### src/ym6fx_pkg.sv
// Shared types and constants for the YM6 effect frame decoder.
// No dependencies.
package ym6fx_pkg;

  localparam int CFG_INDEX_W = 1;
  localparam int CFG_DATA_W = 24;
  localparam int DRUM_COUNT_W = 6;
  localparam int CLOCK_W = 24;
  localparam int FREQ_W = 22;
  localparam int PREDIV_W = 8;
  localparam int COUNT_W = 8;
  localparam int DIVISOR_W = PREDIV_W + COUNT_W;
  localparam int QUOT_W = CLOCK_W;
  localparam int STEPS_PER_STAGE = 3;

  localparam logic [CLOCK_W-1:0] CLOCK_HZ_RESET = 24'd2475600;

  typedef enum logic [CFG_INDEX_W-1:0] {
    REG_DRUM_COUNT = 1'b0,
    REG_CLOCK_HZ = 1'b1
  } cfg_reg_t;

  typedef enum logic [1:0] {
    KIND_SID = 2'd0,
    KIND_DRUM = 2'd1,
    KIND_SINUS_SID = 2'd2,
    KIND_BUZZER = 2'd3
  } kind_t;

  typedef logic [PREDIV_W-1:0] prediv_table_t [8];
  localparam prediv_table_t PREDIV_TABLE = '{
    8'd0, 8'd4, 8'd10, 8'd16, 8'd50, 8'd64, 8'd100, 8'd200
  };

  typedef struct packed {
    logic [7:0] effect_ctrl_a;
    logic [7:0] effect_ctrl_b;
    logic [7:0] prescale_reg_a;
    logic [7:0] level_voice_a;
    logic [7:0] level_voice_b;
    logic [7:0] level_voice_c;
    logic [7:0] reload_a;
    logic [7:0] reload_b;
  } frame_t;

  typedef struct packed {
    logic slot;
    logic active;
    logic [1:0] kind;
    logic [1:0] voice;
    logic [FREQ_W-1:0] frequency;
    logic [4:0] setting;
    logic last;
  } result_t;

endpackage

### src/ym6_effect_frame_decoder.sv
// YM6 effect frame decoder: two effect slots per frame, pipelined divider.
// Depends on ym6fx_pkg.
//
//  channel  | handshake                | payload
//  ---------+--------------------------+----------------------------------
//  frame    | frame_valid/frame_ready  | frame_data (ym6fx_pkg::frame_t)
//  result   | result_valid/result_ready| result_data (ym6fx_pkg::result_t)
//  config   | cfg_we (no wait)         | cfg_index, cfg_data
//
// A frame is held in one register and sent down the pipe as two slot beats,
// A then B; the next frame is taken as slot B goes out, and every beat uses
// the single result channel. A slot passes, in order, the decode register,
// the 16-bit divisor multiply, the restoring divider stages and the result
// register.
// rst (synchronous) clears all valid bits and loads register reset values.
// One stall enable moves the whole pipe; a held result freezes every stage,
// so nothing is dropped or repeated, and bubbles stay in place while it waits.
module ym6_effect_frame_decoder #(
  parameter int STEPS_PER_STAGE = ym6fx_pkg::STEPS_PER_STAGE
) (
  input  logic                                 clk,
  input  logic                                 rst,
  input  logic                                 frame_valid,
  output logic                                 frame_ready,
  input  ym6fx_pkg::frame_t                    frame_data,
  output logic                                 result_valid,
  input  logic                                 result_ready,
  output ym6fx_pkg::result_t                   result_data,
  input  logic                                 cfg_we,
  input  logic [ym6fx_pkg::CFG_INDEX_W-1:0]    cfg_index,
  input  logic [ym6fx_pkg::CFG_DATA_W-1:0]     cfg_data
);
  import ym6fx_pkg::*;

  localparam int DIV_STAGES = (QUOT_W + STEPS_PER_STAGE - 1) / STEPS_PER_STAGE;

  // Per-slot side data carried alongside the divider.
  typedef struct packed {
    logic slot;
    logic active;
    logic [1:0] kind;
    logic [1:0] voice;
    logic [4:0] setting;
  } slot_meta_t;

  // ---------------------------------------------------------------------------
  // Configuration registers. The user must write them only while the pipe is idle; the block does not enforce it.
  logic [DRUM_COUNT_W-1:0] drum_count;
  logic [CLOCK_W-1:0]      clock_hz;

  always_ff @(posedge clk) begin
    if (rst) begin
      drum_count <= '0;
      clock_hz <= CLOCK_HZ_RESET;
    end else if (cfg_we) begin
      case (cfg_reg_t'(cfg_index))
        REG_DRUM_COUNT: drum_count <= cfg_data[DRUM_COUNT_W-1:0];
        REG_CLOCK_HZ: clock_hz <= cfg_data[CLOCK_W-1:0];
        default: ;
      endcase
    end
  end

  // Global advance: the whole pipe moves when the result register can take.
  logic en;
  assign en = !result_valid || result_ready;

  // ---------------------------------------------------------------------------
  // Frame register: holds one frame while slot A and then slot B go out.
  logic   fr_valid;
  logic   fr_phase;   // 0: slot A next, 1: slot B next
  frame_t fr;

  assign frame_ready = !fr_valid || (en && fr_phase);

  always_ff @(posedge clk) begin
    if (rst) begin
      fr_valid <= 1'b0;
      fr_phase <= 1'b0;
    end else if (frame_valid && frame_ready) begin
      fr_valid <= 1'b1;
      fr_phase <= 1'b0;
    end else if (en && fr_valid) begin
      fr_phase <= !fr_phase;
      fr_valid <= !fr_phase;
    end
  end

  always_ff @(posedge clk) begin
    if (frame_valid && frame_ready) begin
      fr <= frame_data;
    end
  end

  // ---------------------------------------------------------------------------
  // Decode stage: pick the slot's bytes, voice, kind, setting, predivider.
  logic [7:0] dc_ctrl, dc_presc, dc_count, dc_level;
  logic [1:0] dc_vsel, dc_voice, dc_kind;
  logic [4:0] dc_setting;
  logic       dc_ok;

  always_comb begin
    dc_ctrl = fr_phase ? fr.effect_ctrl_b : fr.effect_ctrl_a;
    dc_presc = fr_phase ? fr.level_voice_a : fr.prescale_reg_a;
    dc_count = fr_phase ? fr.reload_b : fr.reload_a;
    dc_vsel = dc_ctrl[5:4];
    dc_kind = dc_ctrl[7:6];
    dc_voice = dc_vsel - 2'd1;
    case (dc_voice)
      2'd0: dc_level = fr.level_voice_a;
      2'd1: dc_level = fr.level_voice_b;
      default: dc_level = fr.level_voice_c;
    endcase
    if (dc_kind == KIND_DRUM) begin
      dc_setting = dc_level[4:0];
      dc_ok = ({1'b0, dc_level[4:0]} < drum_count);
    end else begin
      dc_setting = {1'b0, dc_level[3:0]};
      dc_ok = 1'b1;
    end
    dc_ok = dc_ok && (dc_vsel != 2'd0);
  end

  logic                d0_valid;
  slot_meta_t          d0_meta;
  logic [PREDIV_W-1:0] d0_prediv;
  logic [COUNT_W-1:0]  d0_count;

  always_ff @(posedge clk) begin
    if (rst) begin
      d0_valid <= 1'b0;
    end else if (en) begin
      d0_valid <= fr_valid;
    end
  end

  always_ff @(posedge clk) begin
    if (en) begin
      d0_meta.slot <= fr_phase;
      d0_meta.active <= dc_ok;
      d0_meta.kind <= dc_kind;
      d0_meta.voice <= dc_voice;
      d0_meta.setting <= dc_setting;
      d0_prediv <= PREDIV_TABLE[dc_presc[7:5]];
      d0_count <= dc_count;
    end
  end

  // ---------------------------------------------------------------------------
  // Multiply stage: divisor = predivider * count (8x8). Zero divisor kills.
  logic                 m1_valid;
  slot_meta_t           m1_meta;
  logic [DIVISOR_W-1:0] m1_div;
  logic [DIVISOR_W-1:0] mul_div;

  assign mul_div = DIVISOR_W'(d0_prediv) * DIVISOR_W'(d0_count);

  always_ff @(posedge clk) begin
    if (rst) begin
      m1_valid <= 1'b0;
    end else if (en) begin
      m1_valid <= d0_valid;
    end
  end

  always_ff @(posedge clk) begin
    if (en) begin
      m1_meta.slot <= d0_meta.slot;
      m1_meta.active <= d0_meta.active && (mul_div != '0);
      m1_meta.kind <= d0_meta.kind;
      m1_meta.voice <= d0_meta.voice;
      m1_meta.setting <= d0_meta.setting;
      m1_div <= mul_div;
    end
  end

  // ---------------------------------------------------------------------------
  // Restoring divider: clock_hz / divisor, STEPS_PER_STAGE quotient bits per
  // stage. qd shifts dividend bits out the top and quotient bits in below.
  logic                 dv_valid [DIV_STAGES];
  slot_meta_t           dv_meta  [DIV_STAGES];
  logic [DIVISOR_W-1:0] dv_div   [DIV_STAGES];
  logic [DIVISOR_W-1:0] dv_rem   [DIV_STAGES];
  logic [QUOT_W-1:0]    dv_qd    [DIV_STAGES];

  logic [DIVISOR_W-1:0] nx_rem [DIV_STAGES];
  logic [QUOT_W-1:0]    nx_qd  [DIV_STAGES];

  always_comb begin
    logic [DIVISOR_W-1:0] rem;
    logic [QUOT_W-1:0]    qd;
    logic [DIVISOR_W-1:0] dvs;
    logic [DIVISOR_W:0]   trial;
    logic                 ge;
    for (int s = 0; s < DIV_STAGES; s++) begin
      if (s == 0) begin
        rem = '0;
        qd = clock_hz;
        dvs = m1_div;
      end else begin
        rem = dv_rem[s-1];
        qd = dv_qd[s-1];
        dvs = dv_div[s-1];
      end
      for (int j = 0; j < STEPS_PER_STAGE; j++) begin
        if (s * STEPS_PER_STAGE + j < QUOT_W) begin
          trial = {rem, qd[QUOT_W-1]};
          ge = (trial >= {1'b0, dvs});
          if (ge) begin
            trial = trial - {1'b0, dvs};
          end
          rem = trial[DIVISOR_W-1:0];
          qd = {qd[QUOT_W-2:0], ge};
        end
      end
      nx_rem[s] = rem;
      nx_qd[s] = qd;
    end
  end

  always_ff @(posedge clk) begin
    if (rst) begin
      for (int s = 0; s < DIV_STAGES; s++) begin
        dv_valid[s] <= 1'b0;
      end
    end else if (en) begin
      dv_valid[0] <= m1_valid;
      for (int s = 1; s < DIV_STAGES; s++) begin
        dv_valid[s] <= dv_valid[s-1];
      end
    end
  end

  always_ff @(posedge clk) begin
    if (en) begin
      dv_meta[0] <= m1_meta;
      dv_div[0] <= m1_div;
      for (int s = 1; s < DIV_STAGES; s++) begin
        dv_meta[s] <= dv_meta[s-1];
        dv_div[s] <= dv_div[s-1];
      end
      for (int s = 0; s < DIV_STAGES; s++) begin
        dv_rem[s] <= nx_rem[s];
        dv_qd[s] <= nx_qd[s];
      end
    end
  end

  // ---------------------------------------------------------------------------
  // Result register. Inactive slots report zero kind, voice, setting and frequency.
  slot_meta_t fin_meta;
  logic       fin_act;

  assign fin_meta = dv_meta[DIV_STAGES-1];
  assign fin_act = fin_meta.active;

  always_ff @(posedge clk) begin
    if (rst) begin
      result_valid <= 1'b0;
    end else if (en) begin
      result_valid <= dv_valid[DIV_STAGES-1];
    end
  end

  always_ff @(posedge clk) begin
    if (en) begin
      result_data.slot <= fin_meta.slot;
      result_data.last <= fin_meta.slot;
      result_data.active <= fin_act;
      result_data.kind <= fin_act ? fin_meta.kind : 2'd0;
      result_data.voice <= fin_act ? fin_meta.voice : 2'd0;
      result_data.setting <= fin_act ? fin_meta.setting : 5'd0;
      result_data.frequency <= fin_act ? dv_qd[DIV_STAGES-1][FREQ_W-1:0] : '0;
    end
  end

endmodule

### config.mk
export PLATFORM = sky130hd
export DESIGN_NAME = ym6_effect_frame_decoder
export DESIGN_NICKNAME = d
export VERILOG_FILES = /design/src/ym6fx_pkg.sv /design/src/ym6_effect_frame_decoder.sv
export SDC_FILE = /design/constraint.sdc
export NUM_CORES = 2
export LEC_CHECK = 0
export BUFFER_PORTS_ARGS = -buffer_cell sky130_fd_sc_hd__clkbuf_2
export CAP_MARGIN = 10
export CORE_AREA = 2 2 264 266
export DETAILED_ROUTE_END_ITERATION = 8
export DIE_AREA = 0 0 266 268
export HOLD_SLACK_MARGIN = 0.03
export PLACE_DENSITY_LB_ADDON = 0.12
export SLEW_MARGIN = 40
export SYNTH_ARGS = -nofsm -noshare
export SYNTH_HDL_FRONTEND = slang
export SYNTH_SLANG_ARGS = --single-unit
### constraint.sdc
create_clock -name clk -period 23.6 [get_ports clk]
set_input_delay 3.54 -clock clk [delete_from_list [all_inputs] [get_ports clk]]
set_output_delay 3.54 -clock clk [all_outputs]
set_load 0.02 [all_outputs]
==> flow_summary.toml <==
[status]
status = "completed"

[timing]
final.setup.tns_ps = 0
hold_viol = 0
rsz0062_at_grt = "no"
slew_viol_final = 0
maxClockFrequency_ghz = 0.1088
period_share_pct = 38.95
maxSlewHeadroom_pct = 47.32
skew_ps = 50.70
fin_ws_ps = 14410
tightest_slew_ps = 790.3
period_minus_slack_ps = 9193
finalSetupViolations = 0

[setup_path]
worst_r2r_path_depth = 26
crit_arrival_ps = 9560
crit_path_max_fanout = 19
crit_path_start_kind = "flip-flop"
rrSetupSlack_ps = 14410
crit_path_start = "dv_div[3][1]$_DFFE_PN_"
required_ps = 23970
rr_endpoint = "dv_rem[4][10]$_DFFE_PN_"
crit_end = "dv_rem[4][10]$_DFFE_PN_"
worstSetupEndpointType = "flip-flop"
criticalPathCategory = "flip-flop to flip-flop"
reg2reg_from = "dv_div[3][1]$_DFFE_PN_"

[global_routing]
grt_max_degree = 110
grt_pass1_wl_um = 140200
antenna_found_initial = 0
grt_overflow = 0
track_usage_pct = 24.54
grt_pass1_vias = 27080

[cts]
hold_buffers = 0
clkLatencyLatePin_ps = 650
path_clk_slew_ps = 60
post-cts-setup-buffers = 0
cts_tree = "yes"
clockRootBuffer = "clkbuf_16"
clock_sinks = 654
htree_levels = 3
post_cts_resized = 0
cts_buffers = 70
clockBufferDepth = 3

[yosys]
synth-edff-count = 619
post-synth-top-area-fraction_pct = 44.33
syn_nets = 4368
yosys_most_used_dff = "edfxtp_1"
synth_top_cell_by_area = "edfxtp_1"
synth.area.top_cells = "edfxtp_1 44%, ha_1 12%, mux2_2 3.4%, xnor2_1 3.3%, a21oi_1 3.1%"
synthTopCellsByCount = "619 x edfxtp_1, 411 x ha_1, 290 x inv_1"
synth_area_sq_um = 41930
syn_inst = 3833
yosysMostFrequentCell = "edfxtp_1"
synthArstFlopShare_pct = 0
yosysSeqAreaShare_pct = 46.00
ys_types = 98
synth_seq_cells = 654
syn_area_per_cell_sq_um = 10.94
yosysWarningCount = 0

[placed_design]
portBuffers = 110
dp_slack_ps = 14640
hpwlAfterDp_um = 66170
place_inst = 4785
placedInstanceArea_sq_um = 43560
globalplace.congestion = 0.9219

[floorplanning]
pin_count = 130
die_w_um = 266
die-area_sq_um = 71290
core_sq_um = 68230
die_h_um = 268
fp-row-count = 96
start_util_pct = 61.46

[routing]
vias = 29020
wl_per_cell_um = 17.94
dr.pass1.iters = 5
drtIter0Drc = 1900
ant_nets = 0
via_per_inst = 5.909
drc_errors = 0
wl_um = 88090

[cells_and_area]
syn2layout_area_growth_pct = 9.647
final_cells = 4911
fin_area_sq_um = 45980
num-nets-final = 4510
diodes = 0
drive_gt1_share_pct = 10.62

[hold_path]
hold_path.class = "flip-flop to flip-flop"

[job]
max_cap_viol_count = 0
## metrics by stage
step / hold slack [ps] / utilization (%)
6_report: 403.7 / 67.39
5_1_grt: 402.5 / 67.39
4_1_cts: 410.9 / 67.37
3_5_place_dp: 404.5 / 63.85
3_3_place_gp: 400.8 / 63.80
2_1_floorplan: 400.3 / -
## area by class of cell
type / count / area (sq um)
repair buffers: 131 / 754.5
clock inverters: 32 / 519.2
clock buffers: 94 / 1882
fillers: 5278 / 22250
multi-input cells: 2820 / 21300
inverters: 298 / 1126
flip-flops and latches: 654 / 19290
well taps: 882 / 1104
## placed cells by master (no fill, tap or decap), types with 10 or more instances in the layout
cell       Yosys  routed
edfxtp_1     619     619
ha_1         411     411
inv_1        290     289
nand2_1      269     269
a21oi_1      261     260
nor2_1       245     245
o21ai_0      168     168
xnor2_1      158     158
mux2_2       127     127
clkbuf_2       0     109
nor3_1        94      94
and2_1        89      89
xor2_1        84      84
clkbuf_16      0      70
a21o_1        68      68
mux2_1        65      65
o21a_1        64      64
nand3_1       62      61
nor2b_1       49      49
nand2b_1      38      38
a211oi_1      35      35
dfxtp_1       35      35
mux2i_1       34      34
nand4_1       30      30
fa_1          30      30
and3_1        29      29
or3_1         26      26
nor4_1        26      26
a31oi_1       26      26
o31ai_1       24      24
o211ai_1      24      24
o21bai_1      24      24
or2_2         21      21
clkbuf_1      42      20
nand3b_1      17      17
a21boi_0      16      16
buf_4          3      16
o21ai_1       11      11
a211o_1       10      10
## critical path, cell delays in order (launching register included)
cell and delay, ps:
edfxtp_1 490, ha_1 350, o211ai_1 260, a21oi_1 190
o311a_1 430, o31ai_1 390, and2_1 710, o21ai_0 240
ha_1 480, o21ai_0 220, a2111oi_0 530, buf_4 220
o21ai_0 100, o2111ai_1 150, a21oi_1 160, o2111ai_2 550
mux2_2 420, ha_1 330, a21oi_1 200, a21oi_1 140
nor3_1 390, o2111ai_1 200, o311ai_0 210, o21ai_0 260
a221oi_1 330, nand2_1 460, mux2_1 480
## registers in the layout (all words and copies together), names as in the netlist
| register | flops |
|---|---|
| dv_div | 105 |
| m1_div | 15 |
| d0_prediv | 7 |
| fr_valid | 1 |
| dv_valid | 8 |
| m1_meta | 11 |
| m1_valid | 1 |
| drum_count | 6 |
| result_data | 33 |
| d0_count | 8 |
| dv_rem | 112 |
| dv_meta | 88 |
| result_valid | 1 |
| clock_hz | 24 |
| fr | 45 |
| d0_valid | 1 |
| dv_qd | 176 |
| fr_phase | 1 |
| d0_meta | 11 |
## cells by family after synthesis
group                      count (synthesis)  synth area share (%)
and+or+nand+nor                         1036                 12.21
AOI/OAI and AO/OA                        867                 13.49
DFF                                      654                 46.00
adders and majority gates                441                 13.70
buffers and inverters                    359                 3.294
xor gates and xnor gates                 242                 5.055
muxes                                    234                 6.254
## worst min-delay path by stage
stage | from | endpoint | slack [ps] | depth (start not counted)
final | dv_qd[2][18]$_DFFE_PN_ | dv_qd[3][21]$_DFFE_PN_ | 400 | 0
after global routing | dv_qd[2][18]$_DFFE_PN_ | dv_qd[3][21]$_DFFE_PN_ | 400 | 0
after CTS | m1_meta[1]$_DFFE_PN_ | dv_meta[0][1]$_DFFE_PN_ | 410 | 0
after detailed placement | m1_meta[1]$_DFFE_PN_ | dv_meta[0][1]$_DFFE_PN_ | 400 | 0
after global placement | dv_qd[6][14]$_DFFE_PN_ | dv_qd[7][17]$_DFFE_PN_ | 400 | 0
after floorplan | m1_meta[0]$_DFFE_PN_ | dv_meta[0][0]$_DFFE_PN_ | 400 | 0
## layer usage
metal / global-route usage (%) / share of wire [%]
met5: 0 / 0
met3: 3.308 / 4.9
met2: 38.73 / 45
met4: 6.149 / 2.0
met1: 35.99 / 48
Power is left out: the tool's default activity adds up to more than one toggle a clock period on the data nets, which glitch-free logic cannot reach.
